===== config.mk =====
export PLATFORM = sky130hd
export DESIGN_NAME = serial_frame_parser_checksum_top
export DESIGN_NICKNAME = d
export VERILOG_FILES = /design/src/design/sfp_pkg.sv /design/src/design/serial_frame_parser_checksum_top.sv /design/src/design/sfp_front.sv /design/src/design/sfp_queue.sv /design/src/design/sfp_back.sv
export SDC_FILE = /design/constraint.sdc
export NUM_CORES = 1
export LEC_CHECK = 0
export BUFFER_PORTS_ARGS = -buffer_cell sky130_fd_sc_hd__buf_2
export CORE_ASPECT_RATIO = 1.25
export CORE_MARGIN = 1.5
export CORE_UTILIZATION = 49
export CTS_BUF_LIST = sky130_fd_sc_hd__clkbuf_2 sky130_fd_sc_hd__clkbuf_4 sky130_fd_sc_hd__clkbuf_8
export CTS_CLUSTER_DIAMETER = 30
export CTS_CLUSTER_SIZE = 40
export DETAILED_ROUTE_END_ITERATION = 12
export GPL_ROUTABILITY_DRIVEN = 1
export PLACE_DENSITY = 0.63
export SLEW_MARGIN = 20
export SYNTH_ARGS = -nofsm -noshare
export SYNTH_HDL_FRONTEND = slang
export SYNTH_SLANG_ARGS = --single-unit

===== constraint.sdc =====
create_clock -name clk -period 8.7 [get_ports clk]
set_input_delay 0.435 -clock clk [delete_from_list [all_inputs] [get_ports clk]]
set_output_delay 0.435 -clock clk [all_outputs]
set_load 0.005 [all_outputs]

===== src/design/sfp_pkg.sv =====
`timescale 1ns / 1ps

package sfp_pkg;

    // Largest number of data bytes in one frame; the store depth follows from it.
    localparam int MAX_DATA = 8;
    localparam int IDX_W    = $clog2(MAX_DATA);
    localparam int LEN_W    = 4;
    localparam int CFG_IDX_W = 2;

    // Result event codes.
    typedef enum logic [2:0] {
        EV_NONE     = 3'd0,
        EV_DATA     = 3'd1,
        EV_BAD_TYPE = 3'd2,
        EV_BAD_LEN  = 3'd3,
        EV_BAD_SUM  = 3'd4
    } event_t;

    // Configuration register indexes.
    localparam logic [CFG_IDX_W-1:0] CFG_SYNC_BYTE  = 2'd0;
    localparam logic [CFG_IDX_W-1:0] CFG_TYPE_MIN   = 2'd1;
    localparam logic [CFG_IDX_W-1:0] CFG_TYPE_MAX   = 2'd2;
    localparam logic [CFG_IDX_W-1:0] CFG_MAX_LENGTH = 2'd3;

    // One command from the parser to the emitter: an error or a whole good frame.
    typedef struct packed {
        event_t                     ev;
        logic [7:0]                 frame_type;
        logic [LEN_W-1:0]           frame_length;
        logic [MAX_DATA-1:0][7:0]   data;
    } cmd_t;

    // Queue status seen by the parser and the emitter.
    typedef struct packed {
        logic full;
        logic empty;
    } q_status_t;

endpackage


===== src/design/serial_frame_parser_checksum_top.sv =====
`timescale 1ns / 1ps

// Channel   Handshake               Payload
// input     in_valid / in_ready     rx_byte
// output    out_valid / out_ready   event_res, frame_type, frame_length,
//                                   byte_value, byte_index, last
// config    cfg_we                  cfg_index, cfg_wdata
//
// The parser takes one byte per cycle while the command queue has room.
// The emitter loads a command from the queue, then gives one result per
// cycle while the output is free: one for an error, N for a good frame of N data bytes.
// in_ready drops only while the command queue is full.
// Reset returns the parser to hunting and restores the register defaults.

module serial_frame_parser_checksum_top #(
    parameter int QUEUE_DEPTH = 2
) (
    input  logic                          clk,
    input  logic                          rst_n,
    input  logic                          in_valid,
    output logic                          in_ready,
    input  logic [7:0]                    rx_byte,
    output logic                          out_valid,
    input  logic                          out_ready,
    output logic [2:0]                    event_res,
    output logic [7:0]                    frame_type,
    output logic [sfp_pkg::LEN_W-1:0]     frame_length,
    output logic [7:0]                    byte_value,
    output logic [sfp_pkg::IDX_W-1:0]     byte_index,
    output logic                          last,
    input  logic                          cfg_we,
    input  logic [sfp_pkg::CFG_IDX_W-1:0] cfg_index,
    input  logic [7:0]                    cfg_wdata
);
    import sfp_pkg::*;

    q_status_t q_status;
    logic      push;
    cmd_t      push_cmd;
    logic      pop;
    cmd_t      pop_cmd;

    // Front: byte parser and checker.
    sfp_front u_front (
        .clk       (clk),
        .rst_n     (rst_n),
        .in_valid  (in_valid),
        .in_ready  (in_ready),
        .rx_byte   (rx_byte),
        .cfg_we    (cfg_we),
        .cfg_index (cfg_index),
        .cfg_wdata (cfg_wdata),
        .q_status  (q_status),
        .push      (push),
        .push_cmd  (push_cmd)
    );

    // Command queue between parser and emitter.
    sfp_queue #(
        .DEPTH (QUEUE_DEPTH)
    ) u_queue (
        .clk      (clk),
        .rst_n    (rst_n),
        .push     (push),
        .push_cmd (push_cmd),
        .pop      (pop),
        .pop_cmd  (pop_cmd),
        .q_status (q_status)
    );

    // Back: result emitter.
    sfp_back u_back (
        .clk          (clk),
        .rst_n        (rst_n),
        .q_status     (q_status),
        .pop          (pop),
        .pop_cmd      (pop_cmd),
        .out_valid    (out_valid),
        .out_ready    (out_ready),
        .event_res    (event_res),
        .frame_type   (frame_type),
        .frame_length (frame_length),
        .byte_value   (byte_value),
        .byte_index   (byte_index),
        .last         (last)
    );

`ifndef SYNTHESIS
    // A shown result always carries a real event.
    a_event_real: assert property (@(posedge clk) disable iff (!rst_n)
        out_valid |-> event_res != EV_NONE)
        else $error("result without an event");

    // Error results stand alone and end their run.
    a_error_last: assert property (@(posedge clk) disable iff (!rst_n)
        (out_valid && event_res != EV_DATA) |-> last)
        else $error("error result without last mark");

    // A data result is marked last exactly at the final byte of its frame.
    a_data_last: assert property (@(posedge clk) disable iff (!rst_n)
        (out_valid && event_res == EV_DATA)
        |-> (last == ({1'b0, byte_index} + LEN_W'(1) == frame_length)))
        else $error("last mark does not match frame length");

    // The input side stalls only when the command queue is full.
    a_ready_queue: assert property (@(posedge clk) disable iff (!rst_n)
        !in_ready |-> q_status.full)
        else $error("input stalled with room in the queue");
`endif

endmodule


===== src/design/sfp_front.sv =====
`timescale 1ns / 1ps

module sfp_front (
    input  logic                          clk,
    input  logic                          rst_n,
    input  logic                          in_valid,
    output logic                          in_ready,
    input  logic [7:0]                    rx_byte,
    input  logic                          cfg_we,
    input  logic [sfp_pkg::CFG_IDX_W-1:0] cfg_index,
    input  logic [7:0]                    cfg_wdata,
    input  sfp_pkg::q_status_t            q_status,
    output logic                          push,
    output sfp_pkg::cmd_t                 push_cmd
);
    import sfp_pkg::*;

    typedef enum logic [4:0] {
        PH_HUNT  = 5'b00001,
        PH_TYPE  = 5'b00010,
        PH_LEN   = 5'b00100,
        PH_DATA  = 5'b01000,
        PH_CHECK = 5'b10000
    } phase_t;

    phase_t                   phase_reg, phase_next;
    logic [7:0]               held_type_reg, held_type_next;
    logic [LEN_W-1:0]         held_length_reg, held_length_next;
    logic [LEN_W-1:0]         data_count_reg, data_count_next;
    logic [7:0]               running_sum_reg, running_sum_next;
    logic [MAX_DATA-1:0][7:0] store_reg;

    logic [7:0]       sync_byte_reg;
    logic [7:0]       type_min_reg;
    logic [7:0]       type_max_reg;
    logic [LEN_W-1:0] max_length_reg;

    logic             accept;
    logic             store_we;
    logic [LEN_W-1:0] limit;
    logic [LEN_W-1:0] count_inc;

    // A byte is taken only when the queue has room for whatever it may cause.
    assign in_ready = !q_status.full;
    assign accept   = in_valid && in_ready;

    // Effective length limit is the smaller of the register and the store depth.
    assign limit     = (max_length_reg > LEN_W'(MAX_DATA)) ? LEN_W'(MAX_DATA) : max_length_reg;
    assign count_inc = data_count_reg + LEN_W'(1);

    // Frame parser: classifies each byte and issues commands to the queue.
    always_comb
    begin
        phase_next       = phase_reg;
        held_type_next   = held_type_reg;
        held_length_next = held_length_reg;
        data_count_next  = data_count_reg;
        running_sum_next = running_sum_reg;
        store_we         = 1'b0;
        push             = 1'b0;
        push_cmd         = '0;
        push_cmd.ev      = EV_NONE;
        if (accept)
        begin
            unique case (phase_reg)
                PH_TYPE:
                begin
                    if (rx_byte < type_min_reg || rx_byte > type_max_reg)
                    begin
                        phase_next  = PH_HUNT;
                        push        = 1'b1;
                        push_cmd.ev = EV_BAD_TYPE;
                    end
                    else
                    begin
                        held_type_next   = rx_byte;
                        running_sum_next = rx_byte;
                        phase_next       = PH_LEN;
                    end
                end
                PH_LEN:
                begin
                    if (rx_byte == 8'd0 || rx_byte > {{(8-LEN_W){1'b0}}, limit})
                    begin
                        phase_next  = PH_HUNT;
                        push        = 1'b1;
                        push_cmd.ev = EV_BAD_LEN;
                    end
                    else
                    begin
                        held_length_next = rx_byte[LEN_W-1:0];
                        running_sum_next = running_sum_reg + rx_byte;
                        data_count_next  = '0;
                        phase_next       = PH_DATA;
                    end
                end
                PH_DATA:
                begin
                    store_we         = 1'b1;
                    running_sum_next = running_sum_reg + rx_byte;
                    if (count_inc >= held_length_reg)
                    begin
                        data_count_next = '0;
                        phase_next      = PH_CHECK;
                    end
                    else
                    begin
                        data_count_next = count_inc;
                    end
                end
                PH_CHECK:
                begin
                    phase_next = PH_HUNT;
                    push       = 1'b1;
                    if (rx_byte == ~running_sum_reg)
                    begin
                        push_cmd.ev           = EV_DATA;
                        push_cmd.frame_type   = held_type_reg;
                        push_cmd.frame_length = held_length_reg;
                        push_cmd.data         = store_reg;
                    end
                    else
                    begin
                        push_cmd.ev = EV_BAD_SUM;
                    end
                end
                PH_HUNT:
                begin
                    if (rx_byte == sync_byte_reg)
                    begin
                        phase_next = PH_TYPE;
                    end
                end
                default:
                begin
                    phase_next = PH_HUNT;
                end
            endcase
        end
    end

    // Parser state.
    always_ff @(posedge clk or negedge rst_n)
    begin
        if (!rst_n)
        begin
            phase_reg       <= PH_HUNT;
            held_type_reg   <= '0;
            held_length_reg <= '0;
            data_count_reg  <= '0;
            running_sum_reg <= '0;
        end
        else
        begin
            phase_reg       <= phase_next;
            held_type_reg   <= held_type_next;
            held_length_reg <= held_length_next;
            data_count_reg  <= data_count_next;
            running_sum_reg <= running_sum_next;
        end
    end

    // Data byte store; entries are read only after this frame has written them.
    always_ff @(posedge clk)
    begin
        if (store_we)
        begin
            store_reg[data_count_reg[IDX_W-1:0]] <= rx_byte;
        end
    end

    // Configuration registers.
    always_ff @(posedge clk or negedge rst_n)
    begin
        if (!rst_n)
        begin
            sync_byte_reg  <= 8'd0;
            type_min_reg   <= 8'd0;
            type_max_reg   <= 8'd255;
            max_length_reg <= LEN_W'(8);
        end
        else if (cfg_we)
        begin
            unique case (cfg_index)
                CFG_SYNC_BYTE:  sync_byte_reg  <= cfg_wdata;
                CFG_TYPE_MIN:   type_min_reg   <= cfg_wdata;
                CFG_TYPE_MAX:   type_max_reg   <= cfg_wdata;
                CFG_MAX_LENGTH: max_length_reg <= cfg_wdata[LEN_W-1:0];
                default:        sync_byte_reg  <= sync_byte_reg;
            endcase
        end
    end

endmodule


===== src/design/sfp_queue.sv =====
`timescale 1ns / 1ps

module sfp_queue #(
    parameter int DEPTH = 2
) (
    input  logic               clk,
    input  logic               rst_n,
    input  logic               push,
    input  sfp_pkg::cmd_t      push_cmd,
    input  logic               pop,
    output sfp_pkg::cmd_t      pop_cmd,
    output sfp_pkg::q_status_t q_status
);
    import sfp_pkg::*;

    localparam int PTR_W = (DEPTH > 1) ? $clog2(DEPTH) : 1;
    localparam int CNT_W = $clog2(DEPTH + 1);

    cmd_t             entry_reg [DEPTH];
    logic [PTR_W-1:0] wr_ptr_reg, wr_ptr_next;
    logic [PTR_W-1:0] rd_ptr_reg, rd_ptr_next;
    logic [CNT_W-1:0] count_reg, count_next;
    logic             do_push;
    logic             do_pop;

    assign q_status.full  = (count_reg == CNT_W'(DEPTH));
    assign q_status.empty = (count_reg == '0);
    assign do_push        = push && !q_status.full;
    assign do_pop         = pop && !q_status.empty;
    assign pop_cmd        = entry_reg[rd_ptr_reg];

    // Pointer and fill count update, with wrap at the last entry.
    always_comb
    begin
        wr_ptr_next = wr_ptr_reg;
        rd_ptr_next = rd_ptr_reg;
        count_next  = count_reg;
        if (do_push)
        begin
            wr_ptr_next = (wr_ptr_reg == PTR_W'(DEPTH - 1)) ? '0 : wr_ptr_reg + PTR_W'(1);
        end
        if (do_pop)
        begin
            rd_ptr_next = (rd_ptr_reg == PTR_W'(DEPTH - 1)) ? '0 : rd_ptr_reg + PTR_W'(1);
        end
        if (do_push && !do_pop)
        begin
            count_next = count_reg + CNT_W'(1);
        end
        else if (do_pop && !do_push)
        begin
            count_next = count_reg - CNT_W'(1);
        end
    end

    always_ff @(posedge clk or negedge rst_n)
    begin
        if (!rst_n)
        begin
            wr_ptr_reg <= '0;
            rd_ptr_reg <= '0;
            count_reg  <= '0;
        end
        else
        begin
            wr_ptr_reg <= wr_ptr_next;
            rd_ptr_reg <= rd_ptr_next;
            count_reg  <= count_next;
        end
    end

    // Command storage.
    always_ff @(posedge clk)
    begin
        if (do_push)
        begin
            entry_reg[wr_ptr_reg] <= push_cmd;
        end
    end

endmodule


===== src/design/sfp_back.sv =====
`timescale 1ns / 1ps

module sfp_back (
    input  logic                      clk,
    input  logic                      rst_n,
    input  sfp_pkg::q_status_t        q_status,
    output logic                      pop,
    input  sfp_pkg::cmd_t             pop_cmd,
    output logic                      out_valid,
    input  logic                      out_ready,
    output logic [2:0]                event_res,
    output logic [7:0]                frame_type,
    output logic [sfp_pkg::LEN_W-1:0] frame_length,
    output logic [7:0]                byte_value,
    output logic [sfp_pkg::IDX_W-1:0] byte_index,
    output logic                      last
);
    import sfp_pkg::*;

    cmd_t             cmd_reg;
    logic             busy_reg, busy_next;
    logic [IDX_W-1:0] idx_reg, idx_next;

    logic             out_valid_reg, out_valid_next;
    event_t           event_reg, event_next;
    logic [7:0]       type_reg, type_next;
    logic [LEN_W-1:0] length_reg, length_next;
    logic [7:0]       value_reg, value_next;
    logic [IDX_W-1:0] index_reg, index_next;
    logic             last_reg, last_next;

    logic             slot_free;
    logic             is_final;

    assign out_valid    = out_valid_reg;
    assign event_res    = event_reg;
    assign frame_type   = type_reg;
    assign frame_length = length_reg;
    assign byte_value   = value_reg;
    assign byte_index   = index_reg;
    assign last         = last_reg;

    // The output register can take a new result when empty or being drained.
    assign slot_free = !out_valid_reg || out_ready;
    assign pop       = !busy_reg && !q_status.empty;
    assign is_final  = (cmd_reg.ev != EV_DATA)
                       || ({1'b0, idx_reg} + LEN_W'(1) == cmd_reg.frame_length);

    // Emitter: steps through the current command, one result per cycle while the output register is free.
    always_comb
    begin
        busy_next      = busy_reg;
        idx_next       = idx_reg;
        out_valid_next = out_valid_reg && !out_ready;
        event_next     = event_reg;
        type_next      = type_reg;
        length_next    = length_reg;
        value_next     = value_reg;
        index_next     = index_reg;
        last_next      = last_reg;
        if (pop)
        begin
            busy_next = 1'b1;
            idx_next  = '0;
        end
        else if (busy_reg && slot_free)
        begin
            out_valid_next = 1'b1;
            event_next     = cmd_reg.ev;
            type_next      = cmd_reg.frame_type;
            length_next    = cmd_reg.frame_length;
            value_next     = (cmd_reg.ev == EV_DATA) ? cmd_reg.data[idx_reg] : 8'd0;
            index_next     = (cmd_reg.ev == EV_DATA) ? idx_reg : '0;
            last_next      = is_final;
            if (is_final)
            begin
                busy_next = 1'b0;
            end
            else
            begin
                idx_next = idx_reg + IDX_W'(1);
            end
        end
    end

    always_ff @(posedge clk or negedge rst_n)
    begin
        if (!rst_n)
        begin
            busy_reg      <= 1'b0;
            idx_reg       <= '0;
            out_valid_reg <= 1'b0;
        end
        else
        begin
            busy_reg      <= busy_next;
            idx_reg       <= idx_next;
            out_valid_reg <= out_valid_next;
        end
    end

    // Payload registers.
    always_ff @(posedge clk)
    begin
        if (pop)
        begin
            cmd_reg <= pop_cmd;
        end
        event_reg  <= event_next;
        type_reg   <= type_next;
        length_reg <= length_next;
        value_reg  <= value_next;
        index_reg  <= index_next;
        last_reg   <= last_next;
    end

endmodule

==> impl_results.rst, run 1 <==
.. list-table::
   :header-rows: 1

   * - Metric
     - Value
   * - Pin count of the biggest net entering global routing
     - 81
   * - Hold buffer count at CTS
     - 0
   * - Post-Syn Area
     - 15,800 sq um
   * - Required time at the endpoint of the critical path
     - 9.23 ns
   * - Post-synth top flop
     - edfxtp_1
   * - Area fraction of the dominant cell type after synthesis
     - 0.623
   * - Async S/R FF share, synth
     - 0.168
   * - Via/cell ratio
     - 5.30
   * - Final instance area
     - 18,100 sq um
   * - Inserted Clock Buffers
     - 60
   * - Unrepaired setup endpoints after global routing
     - no
   * - Setup_tns
     - 0 ns
   * - Synth warn
     - 0
   * - Detail Placement HPWL
     - 16.8 mm
   * - PortBufs
     - 51
   * - Max Clock Freq
     - 296 MHz
   * - Post-Place Cell Area
     - 16,600 sq um
   * - Worst EP arrival
     - 3.91 ns
   * - Synth Register Bits
     - 394
   * - Filler Cells Inserted
     - 2,497
   * - Fin crit period
     - 3.37 ns
   * - Number of global-route vias before repair
     - 8,445
   * - Number of flip-flops under the largest register name
     - 158
   * - Number of buffers added for setup after CTS
     - 0
   * - Worst reg-to-reg setup slack
     - 5.33 ns
   * - Max-capacitance violation count
     - 0
   * - Avg Cell Area, Syn
     - 17.0 sq um
   * - 1st-iter DRT viols
     - 507
   * - Row cnt
     - 73
   * - Setup violations, final
     - 0
   * - Effective utilization at floorplan
     - 0.497
   * - Global routing usage summed across all routing layers
     - 0.181
   * - Layout cell share with drive strength beyond 1
     - 0.323
   * - Crit start category
     - flip-flop
   * - # clock sinks
     - 394
   * - Routed length per instance
     - 19.3 um
   * - Number of antenna violations at the first check in global routing
     - 0
   * - Leakage component of the power
     - 0.00663 uW
   * - Ranking of synthesized cells by instance count
     - edfxtp_1 (328), mux2_2 (120), and2_1 (76), dfrtp_1 (56), nand2_1 (40)
   * - Overall power
     - 5160 uW
   * - Horizontal die dimension
     - 164 um
   * - Clock transition at path regs
     - 0.07 ns
   * - Clock tree from TritonCTS
     - done
   * - Placeable Area
     - 31,800 sq um
   * - Most frequent cell after synthesis
     - edfxtp_1
   * - Area of the die
     - 33,400 sq um
   * - Worst hold-check slack
     - 0.0475 ns
   * - Library cells used by synthesis
     - 62
   * - Pin slew with the least headroom to its limit
     - 1.06 ns
   * - Placed insts
     - 1,372
   * - Sequential element share of the synthesized area
     - 0.728
   * - Signed area change from the synthesized netlist to the final layout
     - 14.2%
   * - CTS Buffer Depth
     - 3
   * - Overflow left after global routing
     - 0
   * - Number of enable-type register cells in the synthesized netlist
     - 328
   * - Worst setup EP type
     - flip-flop
   * - Count of endpoints failing hold in the final timing report
     - 0
   * - 1st-pass router iterations
     - 5
   * - Share of the cycle needed by the critical path after routing
     - 0.388
   * - Die Y-Extent
     - 204 um
   * - Clock latency on the worst-skew pair
     - 0.62 ns
   * - Worst Clk Skew
     - 0.0302 ns
   * - Dominant cells by area after synthesis
     - edfxtp_1 (62%), dfrtp_1 (8.9%), mux2_2 (8.5%)
   * - Number of levels the H-tree was split into
     - 2
   * - Count of nets left with antenna violations after detail routing
     - 0
   * - Seq. cell area
     - 11,500 sq um
   * - Number of gates resized after CTS
     - 0
   * - Path class of the lowest-slack min-delay path
     - in -> async
   * - Cell Count, Final, Fillers Out
     - 1,487
   * - Residual DRC count
     - 0
   * - Wire length of the first global-routing pass
     - 45.4 mm
   * - DR vias
     - 7,886
   * - Gate Count Post-Synth
     - 929
   * - Net count after synthesis
     - 986
   * - Weighted congestion at the end of routability-driven global placement
     - 0.776
   * - Result of the run
     - finished, final reports clean
   * - Relative slew slack
     - 0.290
   * - Highest ir drop seen on vdd
     - 0.160 mV
   * - Largest area contributor in the synthesized netlist
     - edfxtp_1
   * - Power per unit of standard cell area
     - 286 nW/um^2
   * - Post-Route WL
     - 28.7 mm
   * - Top-level I/O count
     - 52
   * - Clock Root Buffer
     - clkbuf_8
   * - Top fanout value on the critical path
     - 6
   * - Antenna diode instance count
     - 0
   * - Final-stage net count
     - 1,080
   * - Multi-input combinational cell area
     - 4120 sq um
   * - Pins over their slew limit
     - 0
   * - Category of the most critical setup path
     - reg -> reg
## layout make-up
type | instances | area share
well taps | 412 | 0.0286
repair buffers | 61 | 0.0198
clock inverters | 47 | 0.0299
multi-input cells | 478 | 0.228
flip-flops and latches | 394 | 0.638
inverters | 28 | 0.00582
clock buffers | 67 | 0.0493
## routing by layer
| metal | wire length [um] | track usage | vias to the layer above |
|---|---|---|---|
| met5 | 0 | 0 | - |
| met4 | 849 | 0.0718 | 0 |
| met2 | 14500 | 0.316 | 173 |
| met3 | 1240 | 0.0321 | 68 |
| met1 | 12100 | 0.223 | 3957 |
| li1 | - | - | 3688 |
## final timing paths
path | start | endpoint | cells past startpoint
worst max-delay path | u_front.max_length_reg[3]$_DFFE_PN1P_ | u_queue.count_reg[1]$_DFFE_PN0P_ | 14
worst min-delay path | rst_n | u_front.running_sum_reg[4]$_DFFE_PN0P_ | 2
worst max register to register | u_front.max_length_reg[3]$_DFFE_PN1P_ | u_queue.count_reg[1]$_DFFE_PN0P_ | 14
worst min register to register | u_back.cmd_reg[71]$_DFFE_PP_ | u_back.frame_type[3]$_DFFE_PP_ | 0
max in group asynchronous | rst_n | u_queue.rd_ptr_reg$_DFFE_PN0P_ | 2
min in group clk | cfg_wdata[7] | u_front.type_min_reg[7]$_DFFE_PN0P_ | 2
## logic make-up after synthesis
| family | synth area share |
|---|---|
| muxes | 0.115 |
| DFF | 0.728 |
| buffers and inverters | 0.0146 |
| xor gates and xnor gates | 0.0150 |
| and+or+nand+nor | 0.0734 |
| AOI/OAI and AO/OA | 0.0271 |
| adders and majority gates | 0.0274 |
## per-stage QoR
stage / setup WS [ns] / utilization
CTS: 5.15 / 0.567
global route: 5.01 / 0.568
global placement: 4.83 / 0.521
finish: 5.33 / 0.568
detailed placement: 4.77 / 0.522
floorplan: 2.88 / -
## cell usage in the layout (no fill, tap or decap), types with 9 or more instances in the layout
cell type	count
xor2_1	18
edfxtp_1	328
dfstp_2	10
mux2_2	120
mux4_2	16
nand2_1	40
nor2_1	21
ha_1	33
inv_6	14
dfrtp_1	54
nand2b_1	10
inv_1	28
a21oi_1	19
buf_2	51
xnor2_1	9
clkbuf_8	62
and2_1	76
o21ai_0	18
## report_power, final
part           switching (uW)  internal (uW)  total, uW  leakage, uW
clock                     792            972       1760     0.000720
sequential                142           2390       2530      0.00380
combinational             413            448        860      0.00211
total                    1350           3810       5160      0.00663
## worst max-delay path, stage by stage, from the launching register on
cell and delay (ns):
dfstp_2 0.54, inv_1 0.06, nand2_1 0.06, ha_1 0.23, nor2b_1 0.13, a2111oi_0 0.34, o211ai_1 0.18, nand2_1 0.16
o21ai_2 0.11, a21boi_0 0.73, inv_1 0.14, ha_1 0.23, xor2_1 0.14, nor2_1 0.11, xor2_1 0.14
Note: power is estimated with default switching activity, not from simulation.
==> run 2: changes to the inputs <==
ABC_AREA = 1   (was unset)
clock period = 3.24 ns   (was 8.7 ns; I/O delays follow)
==> run 2 against run 1 <==
The flow now finishes with violations (design-rule violations). Critical path depth grew 3. Non-clock buffer count grew 41. Clock skew fell by 0.011 ns. Routed wire length up 17%. Core utilization up 1.2 points. Critical endpoint unchanged. Largest cell class unchanged. Highest routed layer unchanged.
==> impl_results.rst, run 2 <==
.. list-table::
   :header-rows: 1

   * - Metric
     - Value
   * - Cell repeated most along the worst path
     - nand2_1
   * - Post-Route WL
     - 33.5 mm (+17%)
   * - Number of global-route vias before repair
     - 9,982 (+18%)
   * - Synth warn
     - 0 (unchanged)
   * - DR vias
     - 9,828 (+25%)
   * - Filler Cells Inserted
     - 2,660 (+6.5%)
   * - Most frequent cell after synthesis
     - nand2_1
   * - Largest area contributor in the synthesized netlist
     - edfxtp_1
   * - Overall power
     - 15,500 uW (+200%)
   * - Fraction of power consumed by combinational cells
     - 0.213 (+0.046)
   * - Most frequent cells in the layout
     - nand2_1 (408), edfxtp_1 (328), inv_1 (82)
   * - Result of the run
     - complete, but fails checks
   * - Pins over their slew limit
     - 0 (unchanged)
   * - Most frequent standard cell in the layout excluding fill and tap cells
     - nand2_1
   * - Clock transition at path regs
     - 0.07 ns (about the same)
   * - Placeable Area
     - 32,900 sq um (+3.4%)
   * - 1st-pass router iterations
     - 11 (+6)
   * - Worst reg-to-reg setup slack
     - 0.55 ns (-4.77 ns)
   * - Row cnt
     - 74 (+1.4%)
   * - PortBufs
     - 51 (unchanged)
   * - Sequential element share of the synthesized area
     - 0.701 (-0.0276)
   * - Post-Syn Area
     - 16,400 sq um (+3.9%)
   * - Die Y-Extent
     - 208 um (+1.9%)
   * - Ranking of synthesized cells by instance count
     - nand2_1 (408), edfxtp_1 (328), inv_1 (83), o21ai_0 (73), nor2_1 (58)
   * - Worst setup EP type
     - flip-flop
   * - Number of antenna violations at the first check in global routing
     - 0 (unchanged)
   * - Highest ir drop seen on vdd
     - 0.438 mV (+170%)
   * - Critical path's largest stage delay
     - 0.54 ns (-0.19 ns)
   * - Max-capacitance violation count
     - 0 (unchanged)
   * - Worst Clk Skew
     - 0.0188 ns (-0.0114 ns)
   * - Number of buffers added for setup after CTS
     - 0 (unchanged)
   * - Worst EP arrival
     - 3.13 ns (-0.78 ns)
   * - CP Cell Sequence
     - inv_1 -> o21ai_0 -> ha_1 -> inv_1 -> o21bai_1 -> nand2_1 -> nand2_1 -> nand2_1 -> nand2_1 -> a21oi_1 -> nand2_1 -> nand2_1 -> inv_1 -> ha_1 -> a21oi_1 -> o21ai_0 -> xor2_1
   * - Required time at the endpoint of the critical path
     - 3.69 ns (-5.54 ns)
   * - Power per unit of standard cell area
     - 816 nW/um^2 (+190%)
   * - Global routing usage summed across all routing layers
     - 0.200 (+0.0183)
   * - Overflow left after global routing
     - 0 (unchanged)
   * - Clock tree from TritonCTS
     - done
   * - Failing checks
     - design-rule violations
   * - Routed length per instance
     - 17.3 um (-10%)
   * - Share of the cycle needed by the critical path after routing
     - 0.829 (+0.441)
   * - Clock Root Buffer
     - clkbuf_8
   * - Fraction of the mapped netlist area in adder cells
     - 0.0263 (-0.00104)
   * - Count of nets left with antenna violations after detail routing
     - 0 (unchanged)
   * - Max Clock Freq
     - 372 MHz (+26%)
   * - Fin crit period
     - 2.69 ns (-0.689 ns)
   * - Library cells used by synthesis
     - 42 (-32%)
   * - Effective utilization at floorplan
     - 0.500 (+0.00252)
   * - Dominant combinational cell family by area after synthesis
     - simple AND/OR/NAND/NOR gates
   * - Setup_tns
     - 0 ns (unchanged)
   * - Async S/R FF share, synth
     - 0.168 (unchanged)
   * - Detail Placement HPWL
     - 21.2 mm (+26%)
   * - Clock latency on the worst-skew pair
     - 0.58 ns (-0.04 ns)
   * - Clock power frac
     - 0.326 (-0.016)
   * - P_sw
     - 4720 uW (+250%)
   * - Leakage component of the power
     - 0.00748 uW (+13%)
   * - Xor and xnor area share after synthesis
     - 0.0107 (-0.00430)
   * - Top fanout value on the critical path
     - 3 (-3)
   * - Wire length of the first global-routing pass
     - 53.5 mm (+18%)
   * - Final-stage net count
     - 1,518 (+41%)
   * - Category of the most critical setup path
     - reg -> reg
   * - Synthesized-area fraction occupied by and/or/nand/nor cells
     - 0.182 (+0.109)
   * - Post-synth top flop
     - edfxtp_1
   * - Horizontal die dimension
     - 167 um (+1.9%)
   * - CTS Buffer Depth
     - 3 (unchanged)
   * - Gate Count Post-Synth
     - 1,342 (+44%)
   * - Inserted Clock Buffers
     - 67 (+12%)
   * - Share of total power in sequential cells
     - 0.461 (-0.030)
   * - Number of enable-type register cells in the synthesized netlist
     - 328 (unchanged)
   * - Net count after synthesis
     - 1,399 (+42%)
   * - Cell with the biggest individual delay on the critical path
     - dfstp_2
   * - Via/cell ratio
     - 5.09 (-4.0%)
   * - Synth Register Bits
     - 394 (unchanged)
   * - Avg Cell Area, Syn
     - 12.2 sq um (-28%)
   * - Pin count of the biggest net entering global routing
     - 81 (unchanged)
   * - 1st-iter DRT viols
     - 639 (+26%)
   * - Relative slew slack
     - 0.335 (+0.0450)
   * - Internal power
     - 10,800 uW (+180%)
   * - Number of flip-flops under the largest register name
     - 158 (unchanged)
   * - Area of the die
     - 34,700 sq um (+3.9%)
   * - Path class of the lowest-slack min-delay path
     - in -> reg
   * - Signed area change from the synthesized netlist to the final layout
     - 15.9%
   * - # clock sinks
     - 394 (unchanged)
   * - Dominant cells by area after synthesis
     - edfxtp_1 (60%), nand2_1 (9.3%), dfrtp_1 (8.5%)
   * - Pin slew with the least headroom to its limit
     - 0.995 ns (-0.0640 ns)
   * - Multiplexer area fraction after synthesis
     - 0 (-0.115)
   * - Number of levels the H-tree was split into
     - 3 (+1)
   * - Antenna diode instance count
     - 0 (unchanged)
   * - Unrepaired setup endpoints after global routing
     - no
   * - Setup violations, final
     - 0 (unchanged)
   * - Crit start category
     - flip-flop
   * - Compound-Gate Fraction of Synth Area
     - 0.0431 (+0.0160)
   * - Count of endpoints failing hold in the final timing report
     - 0 (unchanged)
   * - Layout cell share with drive strength beyond 1
     - 0.192 (-0.130)
   * - Top-level I/O count
     - 52 (unchanged)
   * - Area fraction of the dominant cell type after synthesis
     - 0.599 (-0.0236)
   * - Switching share of power
     - 0.304 (+0.0425)
   * - Weighted congestion at the end of routability-driven global placement
     - 0.836 (+7.8%)
   * - Residual DRC count
     - 2 (+2)
[run 2: cell count changes in the layout (fill, tap and decap cells not counted), moves of 36 or more]
cell and change:
mux2_2 -120, nor3b_1 +45, o21ai_0 +55, nor2_1 +36, inv_1 +54, nand2_1 +368
and2_1 -76
[run 2: final timing paths]
| path | start | end | depth (start not counted) |
|---|---|---|---|
| min | rx_byte[4] | u_front.store_reg[28]$_DFFE_PP_ | 1 |
| max | u_front.max_length_reg[3]$_DFFE_PN1P_ | u_queue.count_reg[1]$_DFFE_PN0P_ | 17 |
| min in group asynchronous | rst_n | u_front.data_count_reg[3]$_DFFE_PN0P_ | 2 |
| max reg2reg | u_front.max_length_reg[3]$_DFFE_PN1P_ | u_queue.count_reg[1]$_DFFE_PN0P_ | 17 |
| max in group asynchronous | rst_n | u_front.type_max_reg[3]$_DFFE_PN1P_ | 3 |
| min reg2reg | u_back.cmd_reg[70]$_DFFE_PP_ | u_back.frame_type[2]$_DFFE_PP_ | 0 |
[run 2: routing by layer]
metal / routed length (um) / global-route usage / vias to the layer above
met1: 14300 / 0.253 / 4634
li1: - / - / 4867
met5: 0 / 0 / -
met3: 1720 / 0.0353 / 63
met4: 837 / 0.0781 / 0
met2: 16600 / 0.342 / 264
[run 2: metrics by stage]
stage,hold WS [ns],util,area (sq um),instances,setup WS (ns)
final,0.0422,0.580,19000,1931,0.554
after CTS,0.00505,0.580,19000,1931,0.567
after floorplan,-0.134,-,16500,1342,0.0771
after global placement,0.155,0.528,17300,1795,0.663
after global routing,0.0130,0.580,19000,1931,0.285
after detailed placement,0.155,0.528,17300,1795,0.594
[run 2: logic make-up (layout without fill, tap and decap cells)]
family | after synthesis | count (layout)
simple gates | 625 | 625
flops | 394 | 394
buf+inv | 144 | 315
compound gates | 125 | 125
fa+ha+maj | 34 | 34
xor+xnor | 20 | 20
[run 2: layout make-up]
cell class	count	area, sq um	area share
clock buffers	78	1020	0.0534
clock inverters	43	543	0.0285
multi-input cells	804	4350	0.228
flip-flops and latches	394	11500	0.604
repair buffers	102	751	0.0394
inverters	92	352	0.0185
well taps	418	523	0.0275
[run 2: timing repair]
action                                 4_1_cts  5_1_grt
endpoints found under the hold margin       75        0
setup endpoints to repair                    0        0
hold buffers                                15        0
resized for setup                            0        0
[run 2: power groups by stage]
stage          clock [uW]  combinational (uW)  sequential [uW]
6_report             5060                3310             7160
5_1_grt              5390                3780             7250
4_1_cts              5180                3380             7160
3_5_place_dp            0                3350             7260
3_3_place_gp            0                3280             7230
2_1_floorplan           0                2230             7200
[run 2: critical path: cells and delay by family, from the launching register on]
| kind | cells | cell delay (ns) |
|---|---|---|
| AOI/OAI and AO/OA | 5 | 0.61 |
| adders and majority gates | 2 | 0.57 |
| DFF | 1 | 0.54 |
| and+or+nand+nor | 6 | 0.49 |
| buffers and inverters | 3 | 0.18 |
| xor gates and xnor gates | 1 | 0.15 |
==> run 3: changes to the inputs <==
ABC_AREA = 0   (was 1)
PLACE_DENSITY = 0.66   (was 0.63)
clock period = 2.2 ns   (was 3.24 ns; I/O delays follow)
==> run 3 against run 2 <==
The run ends with negative setup slack left. Setup slack worse by 1.2 ns. Critical path depth decreased by 3. Count of clock-buffer cells in the layout decreased by 16. Die area is 3.7% lower. Sequential share of layout area is 2.2 points lower. Total power rose by 32%. Critical endpoint is now u_queue.entry_reg[1][78]$_DFFE_PP_.
==> impl_results.rst, run 3 (synthesized netlist as in run 1, its figures left out) <==
.. list-table::
   :header-rows: 1

   * - Metric
     - Value
   * - Top fanout value on the critical path
     - 8 (+5)
   * - Die Y-Extent
     - 204 um (-1.9%)
   * - Worst reg-to-reg setup slack
     - -0.66 ns (-1.22 ns)
   * - Weighted congestion at the end of routability-driven global placement
     - 0.815 (-2.5%)
   * - Highest ir drop seen on vdd
     - 0.631 mV (+44%)
   * - Horizontal die dimension
     - 164 um (-1.9%)
   * - Global routing usage summed across all routing layers
     - 0.195 (-0.00443)
   * - Share of the cycle needed by the critical path after routing
     - 1.30 (+0.472)
   * - Pin count of the biggest net entering global routing
     - 84 (+3.7%)
   * - Number of global-route vias before repair
     - 8,787 (-12%)
   * - Count of endpoints failing hold in the final timing report
     - 0 (unchanged)
   * - Crit-path leading delay family
     - buffers and inverters
   * - Total buffers and inverters traversed by the critical path
     - 6 (+3)
   * - Effective utilization at floorplan
     - 0.497 (-0.00252)
   * - Worst Clk Skew
     - 0.0420 ns (+0.0231 ns)
   * - CP Cell Sequence
     - inv_2 -> ha_4 -> buf_4 -> and4_4 -> nand4_1 -> o31ai_1 -> o22a_2 -> o21ai_4 -> a21boi_4 -> buf_6 -> buf_6 -> nor2b_4 -> buf_6 -> clkbuf_16
   * - Clock latency on the worst-skew pair
     - 0.63 ns (+0.05 ns)
   * - Worst flop-to-flop path startpoint
     - u_front.type_max_reg[5]$_DFFE_PN1P_
   * - Category of the most critical setup path
     - reg -> reg
   * - Placed insts
     - 1,447 (-19%)
   * - Worst EP arrival
     - 3.18 ns (+0.05 ns)
   * - Unrepaired setup endpoints after global routing
     - yes
   * - Filler Cells Inserted
     - 2,304 (-13%)
   * - Max-capacitance violation count
     - 0 (unchanged)
   * - Worst hold-check slack
     - 0.0338 ns (-0.00838 ns)
   * - Max Clock Freq
     - 349 MHz (-6.2%)
   * - Setup slack of the critical path after layout
     - -0.662 ns (-1.22 ns)
   * - Setup violations, final
     - 185 (+185)
   * - Count of nets left with antenna violations after detail routing
     - 0 (unchanged)
   * - Clock transition at path regs
     - 0.07 ns (about the same)
   * - Path class of the lowest-slack min-delay path
     - in -> reg
   * - 1st-pass router iterations
     - 4 (-7)
   * - Cell repeated most along the worst path
     - buf_6
   * - Number of levels the H-tree was split into
     - 2 (-1)
   * - Overflow left after global routing
     - 0 (unchanged)
   * - Fin crit period
     - 2.86 ns (+0.176 ns)
   * - Cell depth of the worst hold path
     - 2 (+1)
   * - Result of the run
     - complete, but fails checks
   * - Area of the die
     - 33,400 sq um (-3.7%)
   * - Cell Count, Final, Fillers Out
     - 1,614 (-16%)
   * - Setup_tns
     - -104.18 ns (-104.18 ns)
   * - Pin slew with the least headroom to its limit
     - 0.598 ns (-0.398 ns)
   * - End of the worst register-to-register path
     - u_queue.entry_reg[1][78]$_DFFE_PP_
   * - Critical path's largest stage delay
     - 0.54 ns (about the same)
   * - Top-level I/O count
     - 52 (unchanged)
   * - Placeable Area
     - 31,800 sq um (-3.3%)
   * - Most frequent standard cell in the layout excluding fill and tap cells
     - edfxtp_1
   * - Final-stage net count
     - 1,206 (-21%)
   * - Detail Placement HPWL
     - 18.7 mm (-11%)
   * - Power per unit of standard cell area
     - 1040 nW/um^2 (+27%)
   * - Hold EP
     - u_front.store_reg[29]$_DFFE_PP_
   * - Worst R2R Path Depth
     - 14 (-3)
   * - Clock tree from TritonCTS
     - done
   * - Number of antenna violations at the first check in global routing
     - 1 (+1)
   * - Cell with the biggest individual delay on the critical path
     - dfstp_2
   * - Post-Route WL
     - 31.6 mm (-5.7%)
   * - Number of flip-flops under the largest register name
     - 158 (unchanged)
   * - Leakage component of the power
     - 0.00742 uW (-0.81%)
   * - DR vias
     - 8,376 (-15%)
   * - PortBufs
     - 51 (unchanged)
   * - Failing checks
     - negative setup slack
   * - Relative slew slack
     - 0.600 (+0.265)
   * - # clock sinks
     - 394 (unchanged)
   * - Clock Root Buffer
     - clkbuf_8
   * - Crit start category
     - flip-flop
   * - Required time at the endpoint of the critical path
     - 2.52 ns (-1.17 ns)
   * - Layout cell share with drive strength beyond 1
     - 0.418 (+0.226)
   * - Worst setup EP type
     - flip-flop
   * - Row cnt
     - 73 (-1.4%)
   * - Worst hold start
     - rx_byte[5]
   * - 1st-iter DRT viols
     - 429 (-33%)
   * - CTS Buffer Depth
     - 3 (unchanged)
   * - Wire length of the first global-routing pass
     - 48.7 mm (-9.0%)
   * - Routed length per instance
     - 19.6 um (+13%)
   * - Residual DRC count
     - 0 (-2)
   * - Via/cell ratio
     - 5.19 (+2.0%)
   * - Pins over their slew limit
     - 0 (unchanged)
   * - Most frequent cells in the layout
     - edfxtp_1 (328), mux2_2 (118), and2_1 (74)
   * - Inserted Clock Buffers
     - 60 (-10%)
   * - Signed area change from the synthesized netlist to the final layout
     - 25.0%
-- run 3: cell types whose count changed in the layout (fill, tap and decap cells not counted), sizes merged, moves of 66 or more --
cell   previous run  this run
nand2           419        40
nor3b            73         2
and2              0        77
o21ai            85        19
mux2              0       126
buf              87       164
-- run 3: area by class of cell --
class	count	area, sq um	share of cell area
Sequential cell	394	11500	0.583
Clock inverter	52	498	0.0252
Timing Repair Buffer	187	1810	0.0918
Tap cell	412	515	0.0261
Inverter	28	110	0.00557
Antenna cell	1	2.50	0.000127
Clock buffer	62	853	0.0432
Multi-Input combinational cell	478	4460	0.226
-- run 3: worst reg2reg max path: cells and delay by family (launching register included) --
family	cells	cell delay [ns]
compound gates	4	0.61
fa+ha+maj	1	0.24
simple gates	3	0.37
flops	1	0.54
buf+inv	6	0.81
-- run 3: report_power, final --
part | internal (uW) | total (uW) | switching, uW
Combinational | 2130 | 4050 | 1920
Clock | 3340 | 6570 | 3220
Sequential | 9450 | 9940 | 487
Total | 14900 | 20600 | 5630
-- run 3: worst max path at each step --
stage	startpoint	end	slack (ns)	cells past startpoint
after floorplan	u_front.type_max_reg[5]$_DFFE_PN1P_	u_queue.entry_reg[1][0]$_DFFE_PP_	-1.11	9
after global placement	u_front.type_max_reg[4]$_DFFE_PN1P_	u_queue.entry_reg[1][44]$_DFFE_PP_	-0.54	11
after detailed placement	u_front.type_max_reg[4]$_DFFE_PN1P_	u_queue.entry_reg[1][11]$_DFFE_PP_	-0.55	11
after CTS	u_front.type_max_reg[3]$_DFFE_PN1P_	u_queue.entry_reg[0][62]$_DFFE_PP_	-0.51	14
after global routing	u_front.type_max_reg[5]$_DFFE_PN1P_	u_queue.entry_reg[1][28]$_DFFE_PP_	-0.70	13
final	u_front.type_max_reg[5]$_DFFE_PN1P_	u_queue.entry_reg[1][78]$_DFFE_PP_	-0.66	14
-- run 3: repair_timing --
| item | CTS | global route |
|---|---|---|
| setup endpoints to repair | 219 | 373 |
| endpoints found under the hold margin | 111 | 0 |
| setup buffers | 22 | 10 |
| hold buffers | 19 | 0 |
| cloned | 10 | 4 |
| pin swaps | 20 | 24 |
| resized for setup | 70 | 42 |
-- run 3: metrics by stage --
stage / util / total power, uW / setup slack (ns) / area, sq um
finish: 0.622 / 20600 / -0.662 / 19800
global route: 0.622 / 21500 / -0.702 / 19800
CTS: 0.617 / 20700 / -0.511 / 19600
detailed placement: 0.545 / 14000 / -0.549 / 17300
global placement: 0.545 / 13900 / -0.538 / 17300
floorplan: - / 12500 / -1.11 / 15900
-- run 3: per-layer routing --
layer | global-route usage | vias up | routed length (um) | share of wire
li1 | - | 3966 | - | -
met1 | 0.233 | 4193 | 12500 | 0.40
met2 | 0.347 | 160 | 16900 | 0.53
met3 | 0.0365 | 57 | 1340 | 0.042
met4 | 0.0753 | 0 | 841 | 0.027
met5 | 0 | - | 0 | 0
